File: config.mk
export PLATFORM = sky130hd
export DESIGN_NAME = deadline_priority_job_queue
export DESIGN_NICKNAME = d
export VERILOG_FILES = /design/src/hw/rtl/dpjq_pkg.sv /design/src/hw/rtl/deadline_priority_job_queue.sv /design/src/hw/rtl/dpjq_dpath.sv /design/src/hw/rtl/dpjq_ctrl.sv
export SDC_FILE = /design/constraint.sdc
export NUM_CORES = 2
export LEC_CHECK = 0
export ABC_CLOCK_PERIOD_IN_PS = 19500
export BUFFER_PORTS_ARGS = -buffer_cell sky130_fd_sc_hd__buf_4
export CORE_UTILIZATION = 65
export DETAILED_ROUTE_END_ITERATION = 8
export PLACE_DENSITY = 0.83
export RECOVER_POWER = 25
export SETUP_SLACK_MARGIN = 0.02
export SYNTH_ARGS = -nofsm -noshare
export SYNTH_HDL_FRONTEND = slang
export SYNTH_SLANG_ARGS = --single-unit
export TNS_END_PERCENT = 5
File: constraint.sdc
create_clock -name i_clk -period 19.5 [get_ports i_clk]
set_clock_uncertainty 0.2 [all_clocks]
set_input_delay 1.95 -clock i_clk [delete_from_list [all_inputs] [get_ports i_clk]]
set_output_delay 1.95 -clock i_clk [all_outputs]
set_load 0.1 [all_outputs]
File: src/hw/rtl/dpjq_pkg.sv
// Package for the deadline priority job queue: item types, codes and controller/datapath links.
`default_nettype none

package dpjq_pkg;

    // Default queue depth
    localparam int QUEUE_DEPTH_DEF = 16;

    // Field widths
    localparam int CMD_W      = 2;
    localparam int TAG_W      = 16;
    localparam int TIME_W     = 32;
    localparam int PRIO_W     = 8;
    localparam int STATUS_W   = 3;
    localparam int CNT_W      = 5;
    localparam int CFG_IDX_W  = 2;
    localparam int CFG_DATA_W = 16;

    // Register reset values
    localparam logic [CFG_DATA_W-1:0] MIN_RERUN_GAP_RST = 16'd61;
    localparam logic [CFG_DATA_W-1:0] LATE_GRACE_RST    = 16'd59;

    // Configuration register indexes
    localparam logic [CFG_IDX_W-1:0] CFG_MIN_RERUN_GAP = 2'd0;
    localparam logic [CFG_IDX_W-1:0] CFG_LATE_GRACE    = 2'd1;

    // Command codes
    typedef logic [CMD_W-1:0] t_cmd;
    localparam t_cmd CMD_INSERT = 2'd0;
    localparam t_cmd CMD_POP    = 2'd1;
    localparam t_cmd CMD_FLUSH  = 2'd2;

    // Result status codes
    typedef logic [STATUS_W-1:0] t_status;
    localparam t_status ST_INSERTED = 3'd0;
    localparam t_status ST_DROPPED  = 3'd1;
    localparam t_status ST_FULL     = 3'd2;
    localparam t_status ST_POPPED   = 3'd3;
    localparam t_status ST_NOT_DUE  = 3'd4;
    localparam t_status ST_EMPTY    = 3'd5;
    localparam t_status ST_FLUSHED  = 3'd6;

    // Input item
    typedef struct packed {
        t_cmd              cmd;
        logic [TAG_W-1:0]  job_tag;
        logic [TIME_W-1:0] run_time;
        logic [TIME_W-1:0] prior_run;
        logic [TIME_W-1:0] now_time;
        logic [PRIO_W-1:0] run_priority;
        logic [PRIO_W-1:0] job_priority;
    } t_in_item;

    // Result item
    typedef struct packed {
        t_status           status;
        logic [TAG_W-1:0]  out_tag;
        logic [TIME_W-1:0] out_time;
        logic [PRIO_W-1:0] out_priority;
        logic [CNT_W-1:0]  queue_count;
    } t_out_item;

    // One queue entry
    typedef struct packed {
        logic [TIME_W-1:0] ent_time;
        logic [PRIO_W-1:0] ent_prio;
        logic [TAG_W-1:0]  ent_tag;
    } t_entry;

    // Source of the job fields of a result
    typedef enum logic [1:0] {
        RES_HEAD,
        RES_POP,
        RES_ZERO
    } t_res_sel;

    // Controller to datapath commands
    typedef struct packed {
        logic     capture;
        logic     rd_top;
        logic     rd_one;
        logic     ins_move;
        logic     ins_place_above;
        logic     ins_place_zero;
        logic     pop_move;
        logic     fill_inc;
        logic     fill_dec;
        logic     fill_clear;
        logic     latch_pop;
        logic     res_load;
        t_res_sel res_sel;
        t_status  res_status;
    } t_dp_cmd;

    // Datapath to controller status
    typedef struct packed {
        t_cmd cmd;
        logic drop;
        logic full;
        logic empty;
        logic due;
        logic fill_one;
        logic idx_zero;
        logic idx_last;
        logic greater;
        logic out_busy;
    } t_dp_stat;

endpackage

`default_nettype wire

File: src/hw/rtl/deadline_priority_job_queue.sv
// Sequence: each item is captured and checked; an insert into a held queue then walks down from
//   the tail moving entries up, and a pop shifts the entries after the head down, before the result loads.
// Throughput: one item at a time, plus output stall; the next item is taken the cycle after the
//   result loads, and the insert and pop walks move one entry a cycle.
// Reset (synchronous, active low) empties the queue, drops any pending result and restores
//   min_rerun_gap to 61 and late_grace to 59; entry memory is not cleared.
`default_nettype none

module deadline_priority_job_queue #(
    parameter int QUEUE_DEPTH = dpjq_pkg::QUEUE_DEPTH_DEF
) (
    input  wire logic                            i_clk,
    input  wire logic                            i_rst_n,
    input  wire logic                            i_in_valid,
    output logic                                 o_in_stall,
    input  wire dpjq_pkg::t_in_item              i_in_data,
    output logic                                 o_out_valid,
    input  wire logic                            i_out_stall,
    output dpjq_pkg::t_out_item                  o_out_data,
    input  wire logic                            i_cfg_valid,
    output logic                                 o_cfg_ready,
    input  wire logic [dpjq_pkg::CFG_IDX_W-1:0]  i_cfg_index,
    input  wire logic [dpjq_pkg::CFG_DATA_W-1:0] i_cfg_data
);

    dpjq_pkg::t_dp_cmd  dp_cmd;
    dpjq_pkg::t_dp_stat dp_stat;

    // Registers take a write in any cycle
    assign o_cfg_ready = 1'b1;

    dpjq_ctrl u_ctrl (
        .i_clk      (i_clk),
        .i_rst_n    (i_rst_n),
        .i_in_valid (i_in_valid),
        .o_in_stall (o_in_stall),
        .i_stat     (dp_stat),
        .o_cmd      (dp_cmd)
    );

    dpjq_dpath #(
        .QUEUE_DEPTH (QUEUE_DEPTH)
    ) u_dpath (
        .i_clk       (i_clk),
        .i_rst_n     (i_rst_n),
        .i_in_data   (i_in_data),
        .i_cfg_we    (i_cfg_valid & o_cfg_ready),
        .i_cfg_index (i_cfg_index),
        .i_cfg_data  (i_cfg_data),
        .i_cmd       (dp_cmd),
        .o_stat      (dp_stat),
        .o_out_valid (o_out_valid),
        .i_out_stall (i_out_stall),
        .o_out_data  (o_out_data)
    );

endmodule

`default_nettype wire

File: src/hw/rtl/dpjq_dpath.sv
// Datapath of the job queue: item register, entry memory, head copy, counters, result register.
`default_nettype none

module dpjq_dpath #(
    parameter int QUEUE_DEPTH = dpjq_pkg::QUEUE_DEPTH_DEF
) (
    input  wire logic                                i_clk,
    input  wire logic                                i_rst_n,
    input  wire dpjq_pkg::t_in_item                  i_in_data,
    input  wire logic                                i_cfg_we,
    input  wire logic [dpjq_pkg::CFG_IDX_W-1:0]      i_cfg_index,
    input  wire logic [dpjq_pkg::CFG_DATA_W-1:0]     i_cfg_data,
    input  wire dpjq_pkg::t_dp_cmd                   i_cmd,
    output dpjq_pkg::t_dp_stat                       o_stat,
    output logic                                     o_out_valid,
    input  wire logic                                i_out_stall,
    output dpjq_pkg::t_out_item                      o_out_data
);

    localparam int AW = (QUEUE_DEPTH > 1) ? $clog2(QUEUE_DEPTH) : 1;
    localparam int CW = $clog2(QUEUE_DEPTH + 1);
    localparam int TW = dpjq_pkg::TIME_W;

    // Configuration registers
    logic [dpjq_pkg::CFG_DATA_W-1:0] r_min_gap;
    logic [dpjq_pkg::CFG_DATA_W-1:0] r_grace;

    always_ff @(posedge i_clk) begin
        if (!i_rst_n) begin
            r_min_gap <= dpjq_pkg::MIN_RERUN_GAP_RST;
            r_grace   <= dpjq_pkg::LATE_GRACE_RST;
        end else if (i_cfg_we) begin
            case (i_cfg_index)
                dpjq_pkg::CFG_MIN_RERUN_GAP: r_min_gap <= i_cfg_data;
                dpjq_pkg::CFG_LATE_GRACE:    r_grace   <= i_cfg_data;
                default: ;
            endcase
        end
    end

    // Captured item
    dpjq_pkg::t_in_item r_item;

    always_ff @(posedge i_clk) begin
        if (i_cmd.capture) begin
            r_item <= i_in_data;
        end
    end

    // New entry built from the item; run priority wins when set
    dpjq_pkg::t_entry new_ent;
    always_comb begin
        new_ent.ent_time = r_item.run_time;
        new_ent.ent_prio = (r_item.run_priority != '0) ? r_item.run_priority
                                                        : r_item.job_priority;
        new_ent.ent_tag  = r_item.job_tag;
    end

    // Fill count and scan index
    logic [CW-1:0] r_fill;
    logic [AW-1:0] r_idx;
    logic [AW-1:0] top_idx;

    assign top_idx = AW'(r_fill - CW'(1));

    always_ff @(posedge i_clk) begin
        if (!i_rst_n) begin
            r_fill <= '0;
            r_idx  <= '0;
        end else begin
            if (i_cmd.fill_clear) begin
                r_fill <= '0;
            end else if (i_cmd.fill_inc) begin
                r_fill <= r_fill + CW'(1);
            end else if (i_cmd.fill_dec) begin
                r_fill <= r_fill - CW'(1);
            end

            if (i_cmd.rd_top) begin
                r_idx <= top_idx;
            end else if (i_cmd.rd_one) begin
                r_idx <= AW'(1);
            end else if (i_cmd.ins_move) begin
                r_idx <= r_idx - AW'(1);
            end else if (i_cmd.pop_move) begin
                r_idx <= r_idx + AW'(1);
            end
        end
    end

    // Entry memory: one write and one registered read per cycle
    dpjq_pkg::t_entry r_mem [QUEUE_DEPTH];
    dpjq_pkg::t_entry r_rdata;
    logic [AW-1:0]    rd_addr;
    logic [AW-1:0]    wr_addr;
    logic             wr_en;
    dpjq_pkg::t_entry wr_data;

    always_comb begin
        if (i_cmd.rd_top) begin
            rd_addr = top_idx;
        end else if (i_cmd.rd_one) begin
            rd_addr = AW'(1);
        end else if (i_cmd.ins_move) begin
            rd_addr = r_idx - AW'(1);
        end else if (i_cmd.pop_move) begin
            rd_addr = r_idx + AW'(1);
        end else begin
            rd_addr = r_idx;
        end
    end

    always_comb begin
        wr_en   = i_cmd.ins_move | i_cmd.ins_place_above | i_cmd.ins_place_zero |
                  i_cmd.pop_move;
        wr_data = (i_cmd.ins_move | i_cmd.pop_move) ? r_rdata : new_ent;
        if (i_cmd.ins_place_zero) begin
            wr_addr = '0;
        end else if (i_cmd.pop_move) begin
            wr_addr = r_idx - AW'(1);
        end else begin
            wr_addr = r_idx + AW'(1);
        end
    end

    always_ff @(posedge i_clk) begin
        if (wr_en) begin
            r_mem[wr_addr] <= wr_data;
        end
        r_rdata <= r_mem[rd_addr];
    end

    // Copy of the head entry and of the job released by a pop
    dpjq_pkg::t_entry r_head;
    dpjq_pkg::t_entry r_pop;

    always_ff @(posedge i_clk) begin
        if (i_cmd.ins_place_zero) begin
            r_head <= new_ent;
        end else if (i_cmd.pop_move && r_idx == AW'(1)) begin
            r_head <= r_rdata;
        end
        if (i_cmd.latch_pop) begin
            r_pop <= r_head;
        end
    end

    // Drop tests in 33-bit arithmetic so nothing wraps
    logic [TW:0] gap_limit;
    logic [TW:0] late_limit;
    assign gap_limit  = {1'b0, r_item.prior_run} + (TW + 1)'(r_min_gap);
    assign late_limit = {1'b0, r_item.run_time} + (TW + 1)'(r_grace);

    // Status to the controller
    logic out_busy;
    assign out_busy = o_out_valid & i_out_stall;

    always_comb begin
        o_stat.cmd      = r_item.cmd;
        o_stat.drop     = ({1'b0, r_item.run_time} < gap_limit) ||
                          (late_limit < {1'b0, r_item.now_time});
        o_stat.full     = (r_fill >= CW'(QUEUE_DEPTH));
        o_stat.empty    = (r_fill == '0);
        o_stat.due      = (r_head.ent_time <= r_item.now_time);
        o_stat.fill_one = (r_fill == CW'(1));
        o_stat.idx_zero = (r_idx == '0);
        o_stat.idx_last = (r_idx == top_idx);
        o_stat.greater  = (r_rdata.ent_time > new_ent.ent_time) ||
                          ((r_rdata.ent_time == new_ent.ent_time) &&
                           (r_rdata.ent_prio > new_ent.ent_prio));
        o_stat.out_busy = out_busy;
    end

    // Result register
    dpjq_pkg::t_entry res_ent;
    always_comb begin
        case (i_cmd.res_sel)
            dpjq_pkg::RES_HEAD: res_ent = (r_fill != '0) ? r_head : '0;
            dpjq_pkg::RES_POP:  res_ent = r_pop;
            default:            res_ent = '0;
        endcase
    end

    always_ff @(posedge i_clk) begin
        if (!i_rst_n) begin
            o_out_valid <= 1'b0;
        end else if (i_cmd.res_load) begin
            o_out_valid <= 1'b1;
        end else if (!i_out_stall) begin
            o_out_valid <= 1'b0;
        end
    end

    always_ff @(posedge i_clk) begin
        if (i_cmd.res_load) begin
            o_out_data.status       <= i_cmd.res_status;
            o_out_data.out_tag      <= res_ent.ent_tag;
            o_out_data.out_time     <= res_ent.ent_time;
            o_out_data.out_priority <= res_ent.ent_prio;
            o_out_data.queue_count  <= dpjq_pkg::CNT_W'(r_fill);
        end
    end

endmodule

`default_nettype wire

File: src/hw/rtl/dpjq_ctrl.sv
// Controller of the job queue: sequences check, insert scan, pop shift and result hand-off.
`default_nettype none

module dpjq_ctrl (
    input  wire logic               i_clk,
    input  wire logic               i_rst_n,
    input  wire logic               i_in_valid,
    output logic                    o_in_stall,
    input  wire dpjq_pkg::t_dp_stat i_stat,
    output dpjq_pkg::t_dp_cmd       o_cmd
);

    typedef enum logic [2:0] {
        S_IDLE,
        S_CHECK,
        S_INS_SCAN,
        S_INS_HEAD,
        S_POP_SHIFT,
        S_FINISH
    } t_state;

    t_state              r_state, n_state;
    dpjq_pkg::t_status   r_status, n_status;
    dpjq_pkg::t_res_sel  r_sel, n_sel;

    assign o_in_stall = (r_state != S_IDLE);

    // Next state and datapath commands
    always_comb begin
        n_state  = r_state;
        n_status = r_status;
        n_sel    = r_sel;
        o_cmd    = '0;
        o_cmd.res_sel    = r_sel;
        o_cmd.res_status = r_status;

        case (r_state)
            S_IDLE: begin
                if (i_in_valid) begin
                    o_cmd.capture = 1'b1;
                    n_state       = S_CHECK;
                end
            end

            S_CHECK: begin
                n_state = S_FINISH;
                case (i_stat.cmd)
                    dpjq_pkg::CMD_INSERT: begin
                        n_sel = dpjq_pkg::RES_HEAD;
                        if (i_stat.drop) begin
                            n_status = dpjq_pkg::ST_DROPPED;
                        end else if (i_stat.full) begin
                            n_status = dpjq_pkg::ST_FULL;
                        end else if (i_stat.empty) begin
                            n_status             = dpjq_pkg::ST_INSERTED;
                            o_cmd.ins_place_zero = 1'b1;
                            o_cmd.fill_inc       = 1'b1;
                        end else begin
                            n_status     = dpjq_pkg::ST_INSERTED;
                            o_cmd.rd_top = 1'b1;
                            n_state      = S_INS_SCAN;
                        end
                    end
                    dpjq_pkg::CMD_POP: begin
                        if (i_stat.empty) begin
                            n_status = dpjq_pkg::ST_EMPTY;
                            n_sel    = dpjq_pkg::RES_ZERO;
                        end else if (!i_stat.due) begin
                            n_status = dpjq_pkg::ST_NOT_DUE;
                            n_sel    = dpjq_pkg::RES_HEAD;
                        end else begin
                            n_status        = dpjq_pkg::ST_POPPED;
                            n_sel           = dpjq_pkg::RES_POP;
                            o_cmd.latch_pop = 1'b1;
                            if (i_stat.fill_one) begin
                                o_cmd.fill_dec = 1'b1;
                            end else begin
                                o_cmd.rd_one = 1'b1;
                                n_state      = S_POP_SHIFT;
                            end
                        end
                    end
                    dpjq_pkg::CMD_FLUSH: begin
                        n_status         = dpjq_pkg::ST_FLUSHED;
                        n_sel            = dpjq_pkg::RES_ZERO;
                        o_cmd.fill_clear = 1'b1;
                    end
                    default: begin
                        // unused command: no result
                        n_state = S_IDLE;
                    end
                endcase
            end

            // Walk down from the tail, moving larger entries up one place
            S_INS_SCAN: begin
                if (i_stat.greater) begin
                    o_cmd.ins_move = 1'b1;
                    if (i_stat.idx_zero) begin
                        n_state = S_INS_HEAD;
                    end
                end else begin
                    o_cmd.ins_place_above = 1'b1;
                    o_cmd.fill_inc        = 1'b1;
                    n_state               = S_FINISH;
                end
            end

            S_INS_HEAD: begin
                o_cmd.ins_place_zero = 1'b1;
                o_cmd.fill_inc       = 1'b1;
                n_state              = S_FINISH;
            end

            // Move every entry after the head down one place
            S_POP_SHIFT: begin
                o_cmd.pop_move = 1'b1;
                if (i_stat.idx_last) begin
                    o_cmd.fill_dec = 1'b1;
                    n_state        = S_FINISH;
                end
            end

            S_FINISH: begin
                if (!i_stat.out_busy) begin
                    o_cmd.res_load = 1'b1;
                    n_state        = S_IDLE;
                end
            end

            default: begin
                n_state = S_IDLE;
            end
        endcase
    end

    // State and registered result code
    always_ff @(posedge i_clk) begin
        if (!i_rst_n) begin
            r_state  <= S_IDLE;
            r_status <= dpjq_pkg::ST_INSERTED;
            r_sel    <= dpjq_pkg::RES_ZERO;
        end else begin
            r_state  <= n_state;
            r_status <= n_status;
            r_sel    <= n_sel;
        end
    end

endmodule

`default_nettype wire

# Word-level counts from Yosys, hierarchy flattened
# Memory sizes are Yosys's and may differ from the RTL's. A register that Yosys moved wholly into a read port is not among the register bits.
# Index checks and enable logic that the tools add are counted.
# Widths: inputs -> output; s select.
[classes] n_addsub=6 n_bitwise=6 reduce_logical=21 n_eq_ne=18 mux=73 order_cmp=6
[op_table] op="$mux 56" n=4
[op_table] op="$pmux 56 s2" n=1
[op_table] op="$add 32x16->33" n=2
[op_table] op="$mux 3" n=12
[op_table] op="$mux 1" n=35
[op_table] op="$lt 32x33->1" n=1
[op_table] op="$lt 33x32->1" n=1
[op_table] op="$eq 32x32->1" n=1
[op_table] op="$gt 32x32->1" n=1
[op_table] op="$le 32x32->1" n=1
[op_table] op="$mux 4" n=6
[op_table] op="$pmux 3 s3" n=2
[op_table] op="$pmux 3 s6" n=1
[op_table] op="$mux 2" n=5
[op_table] op="$mux 5" n=2
[op_table] op="$gt 8x8->1" n=1
[op_table] op="$mux 8" n=1
[op_table] op="$reduce_bool 8->1" n=1
[op_table] op="$eq 2x1->1 const B" n=3
[op_table] op="$eq 3x2->1 const B" n=2
[op_table] op="$eq 3x3->1 const B" n=2
[op_table] op="$logic_not 2->1" n=3
[op_table] op="$ne 2x2->1 const B" n=3
[op_table] op="$pmux 2 s3" n=1
[op_table] op="other kinds (28)" n=38
[word_totals] register_bits=356 input_bits=153 memories=1 word_cells=157 ram_bits=896 out_inout_bits=67
[memory_table] name="u_dpath.r_mem" words=16 width=56 rd=1 rd_ports_with_merged_regs=1 wr=1 line_no="dpjq_dpath.sv:92" rtl="dpjq_pkg::t_entry r_mem [QUEUE_DEPTH];"

# Logic depth before layout (Yosys ltp)
[depth] ltp_word=12 depth_mapped=29 ltp_nobuf=25

# Modules after synthesis
# From an unflattened synthesis, not the netlist that was laid out.
[unflattened] cells_unflattened=4364 area_unflattened_um2=55405.6
[by_module_without_submodules] module="dpjq_dpath" area_each_um2=54700.0 n_inst=1 cells_per_inst=4271 seq_area_each_um2=38056.5
[by_module_without_submodules] module="dpjq_ctrl" area_each_um2=694.4 n_inst=1 cells_per_inst=91 seq_area_each_um2=160.2
[by_module_without_submodules] module="deadline_priority_job_queue" area_each_um2=11.3 n_inst=1 cells_per_inst=2 seq_area_each_um2=0.0

# Worst setup path before layout
# No wires, ideal clock.
[synth_path] path_kind="input to register" from="input port i_in_valid" to="register u_dpath.r_item (netlist bit u_dpath.new_ent[0]) (enable)" stages=2 t_arrival_ns=7.361 n_path_buf=0 setup_slack_ns=11.319 setup_time_ns=0.620 required_time_ns=18.680 cell_sequence="inv_1 nor2_1"
[synth_lines] element="start: declaration" line_no="deadline_priority_job_queue.sv:14" rtl="input wire logic i_in_valid,"
[synth_lines] element="end signal: assignment" line_no="dpjq_dpath.sv:46" rtl="r_item <= i_in_data;"
[synth_lines] element="end: declaration" line_no="dpjq_dpath.sv:42" rtl="dpjq_pkg::t_in_item r_item;"

# Worst setup path in the final report
[layout_path] from="register u_dpath.r_head[38] in the netlist's numbering" to="register u_dpath.r_fill[2]"
[layout_via] elab_chain_cells=6
[layout_lines] element="start: declaration" line_no="dpjq_dpath.sv:134" rtl="dpjq_pkg::t_entry r_head;"
[layout_lines] element="start signal: assignment" line_no="dpjq_dpath.sv:139" rtl="r_head <= new_ent;"
[layout_lines] element="start signal: assignment" line_no="dpjq_dpath.sv:141" rtl="r_head <= r_rdata;"
[layout_lines] element="$le 32x32->1" line_no="dpjq_dpath.sv:164" rtl="o_stat.due = (r_head.ent_time <= r_item.now_time);"
[layout_lines] element="$mux 1" line_no="dpjq_ctrl.sv:68" rtl="end else if (!i_stat.due) begin"
[layout_lines] element="$mux 1" line_no="dpjq_ctrl.sv:65" rtl="if (i_stat.empty) begin"
[layout_lines] element="$mux 1" line_no="dpjq_ctrl.sv:47" rtl="case (i_stat.cmd)"
[layout_lines] element="$pmux 1 s2" line_no="dpjq_ctrl.sv:37" rtl="case (r_state)"
[layout_lines] element="$reduce_bool 2->1 (no source line)"
[layout_lines] element="end signal: assignment" line_no="dpjq_dpath.sv:74" rtl="r_fill <= r_fill + CW'(1);"
[layout_lines] element="end signal: assignment" line_no="dpjq_dpath.sv:76" rtl="r_fill <= r_fill - CW'(1);"
[layout_lines] element="end: declaration" line_no="dpjq_dpath.sv:60" rtl="logic [CW-1:0] r_fill;"
# No other way between the ends.
# A chain may end at the register's enable or synchronous reset.

==> run summary <==
Max-Cap Viols = 9
Final hold slack = 0.232 ns
FF+latch count, synth = 1308
RSZ-0062 raised after global routing = no
Vias in the first global route = 34.2k
Synth Cell Area = 0.0558 mm^2
Number of port buffers = 218
Final Wtd Congestion = 0.923
CTS-repair resized insts = 0
Worst-skew pair later-pin latency = 0.72 ns
First DRT Iteration DRCs = 4439
Primary FF master, synth = edfxtp_1
Hold WC Path Type = reg -> reg
Unique masters post-synth = 79
Die Y-Extent = 295 um
Final-layout fill cell count = 5091
EDFF count, synth = 1202
Slowest Stage Delay on Critical Path = 2.93 ns
Crit path DAT = 9.27 ns
WP data required = 19.94 ns
Dpl ws = 11.14 ns
Dpl hpwl = 77700 um
Power, Total = 8.04 mW
Initial Util = 65.5%
Worst Setup Start Kind = flip-flop
WHS Path Cells = 0
Final worst slack = 10.67 ns
Via count = 34.9k
I/O Pins = 220
# rows = 107
Post-CTS setup buffers = 0
First-pass iteration count of the detailed router = 8
CTS Sinks = 1308
Clock tree root driver cell = clkbuf_16
Violated checks = capacitance limit, slew limit
Syn_area_per_cell = 14.8 um^2
DRC = 0
Slew of the pin with the lowest slew margin = 4.22 ns
First-pass GRT wire length = 206000 um
Crit path max fanout = 57
CP endpoint kind = flip-flop
Sequential-to-total area share from yosys stat = 68.5%
Total gr overflow = 0
TNS Setup = 0 ns
Hold Fails Final Rpt = 0
N_diodes = 0
Share of cells above drive strength 1 = 17.0%
Maximum clock frequency = 113 MHz
TritonCTS buffer count = 130
Relative slew slack = -181%
Final worst-path cycle share = 45.3%
Status = finished with violations
Fin. max-slew vios = 372
H-tree lvl count = 4
Kind of critical path = reg -> reg
CP max-delay cell = clkbuf_1
Initial antenna violation count = 3
Cell count of the worst reg-to-reg path = 12
Pin count of the biggest net entering global routing = 257
Post-route ant nets = 0
Top Family by Delay on Critical Path = buffers and inverters
Area Growth Syn to Fin = 12.5%
Synth Warn # = 0
Finished Layout Cells = 5228
CORE AREA = 0.0851 mm^2
CP Buf/Inv Count = 1
Asr flop ratio synth = 0%
Routed WL per cell = 26.7 um
Post-CTS Hold Fix Bufs = 0
WL final = 139000 um
Peak VDD IR = 0.000436 V
Avg Vias per Cell = 6.68
Placed insts = 4992
Post-layout nets = 4313
Syn Inst Count = 3763
Final setup vio count = 0
TritonCTS clock tree = done
Die width = 295 um
Crit-path cells = ha_1 -> nand4_1 -> nor4_1 -> a22oi_1 -> a2111oi_0 -> and2_4 -> clkbuf_1 -> a21oi_1 -> nand2b_1 -> o211ai_1 -> xor2_1 -> nor2_1
Total GRT Usage = 31.9%
P_leak = 21.1 nW
Syn nets = 4096
Power Dens Cells = 128 mW/mm^2
CTS clk-pin slew, worst paths = 0.06 ns
Final worst path period need = 8.83 ns
Stages on worst setup path = 12
Clock Tree Buf Depth = 3
Full die area = 0.0870 mm^2
[logic make-up (layout without fill, tap and decap cells)]
| logic type | after synthesis | in the layout | share of synthesized area (%) |
|---|---|---|---|
| other | 1 | 1 | 0.00672 |
| AND/OR/NAND/NOR | 665 | 665 | 7.25 |
| adder cells (fa/ha/maj) | 180 | 180 | 4.06 |
| AO/OA/AOI/OAI | 881 | 881 | 10.4 |
| flip-flops | 1308 | 1308 | 68.5 |
| XOR/XNOR | 68 | 68 | 1.07 |
| buffers and inverters | 312 | 633 | 2.18 |
| multiplexers | 348 | 348 | 6.51 |
[sequential cells by signal (all words and copies together) (netlist names), 48 cells and up]
signal	cells
u_dpath.new_ent	48
u_dpath.r_pop	56
u_dpath.o_out_data	64
u_dpath.r_rdata	56
u_dpath.r_item	80
u_dpath.r_mem	896
u_dpath.r_head	56
[through the flow]
step / utilization, % / instance area, um^2
finish: 73.7 / 62800
global route: 73.7 / 62800
CTS: 74.2 / 63200
detailed placement: 69.2 / 58900
global placement: 69.2 / 58900
floorplan: - / 55800
[metal layers]
metal | up-vias | part of all wire [%] | GRT usage (%)
li1 | 15200 | - | -
met1 | 17200 | 38 | 43.3
met2 | 2164 | 48 | 51.4
met3 | 358 | 10 | 5.86
met4 | 0 | 3.4 | 12.9
met5 | - | 0 | 0
[layout by cell type (no fill, tap or decap), types with 56 or more instances in the layout]
cell type  Yosys  final
nand2_1      168    164
nor2_1        92     75
clkbuf_16      0    133
or3b_2       166    166
a2111oi_0     57     58
edfxtp_1    1202   1202
a22o_1        56     56
a21oi_1      119    118
inv_1         97     97
mux2i_1      227    227
a211oi_1     179    179
clkbuf_1     175    118
ha_1         178    178
o22ai_1      112    112
buf_4          4     87
dfxtp_1      106    106
o21ai_0      243    240
clkbuf_4       0    118
mux2_2        91     91
[power by group]
group | switching, mW | internal (mW) | leakage, nW | total, mW
Combinational | 1.23 | 0.894 | 7.20 | 2.12
Clock | 1.05 | 1.44 | 2.06 | 2.49
Sequential | 0.135 | 3.30 | 11.9 | 3.44
[final cells by class]
cell class	instances	area (um^2)	share of cell area (%)
Multi-Input combinational cell	2143	16600	26.4
Sequential cell	1308	38200	60.9
Clock buffer	169	3550	5.66
Timing Repair Buffer	300	1960	3.12
Tap cell	1144	1430	2.28
Inverter	97	364	0.580
Clock inverter	67	702	1.12
[cell usage after synthesis, types with 20 or more instances]
cell,instances,area [um^2]
nand3_1,41,205
a21oi_1,119,596
a211oi_1,179,1340
o22ai_1,112,701
xnor2_1,52,455
o21ai_0,243,1220
nand2_1,168,631
mux2_2,91,1020
nor2_1,92,345
or3b_2,166,1450
edfxtp_1,1202,36100
inv_1,97,364
a22o_1,56,490
dfxtp_1,106,2120
mux2_1,30,338
buf_2,20,100
clkbuf_1,175,657
or3b_1,55,482
nor3_1,25,125
mux2i_1,227,2270
a2111oi_0,57,499
ha_1,178,2230
nand4_1,32,200
[worst paths after layout]
| check | startpoint | endpoint | slack, ns |
|---|---|---|---|
| setup / recovery | u_dpath.r_head[38]$_DFFE_PP_ | u_dpath.r_fill[2]$_SDFFE_PP0P_ | 10.67 |
| hold / removal | u_ctrl.r_status[0]$_SDFFE_PN0P_ | u_dpath.o_out_data[61]$_DFFE_PP_ | 0.23 |
| setup reg to reg | u_dpath.r_head[38]$_DFFE_PP_ | u_dpath.r_fill[2]$_SDFFE_PP0P_ | 10.67 |
| hold reg to reg | u_ctrl.r_status[0]$_SDFFE_PN0P_ | u_dpath.o_out_data[61]$_DFFE_PP_ | 0.23 |
Note: power is estimated with default switching activity, not from simulation.
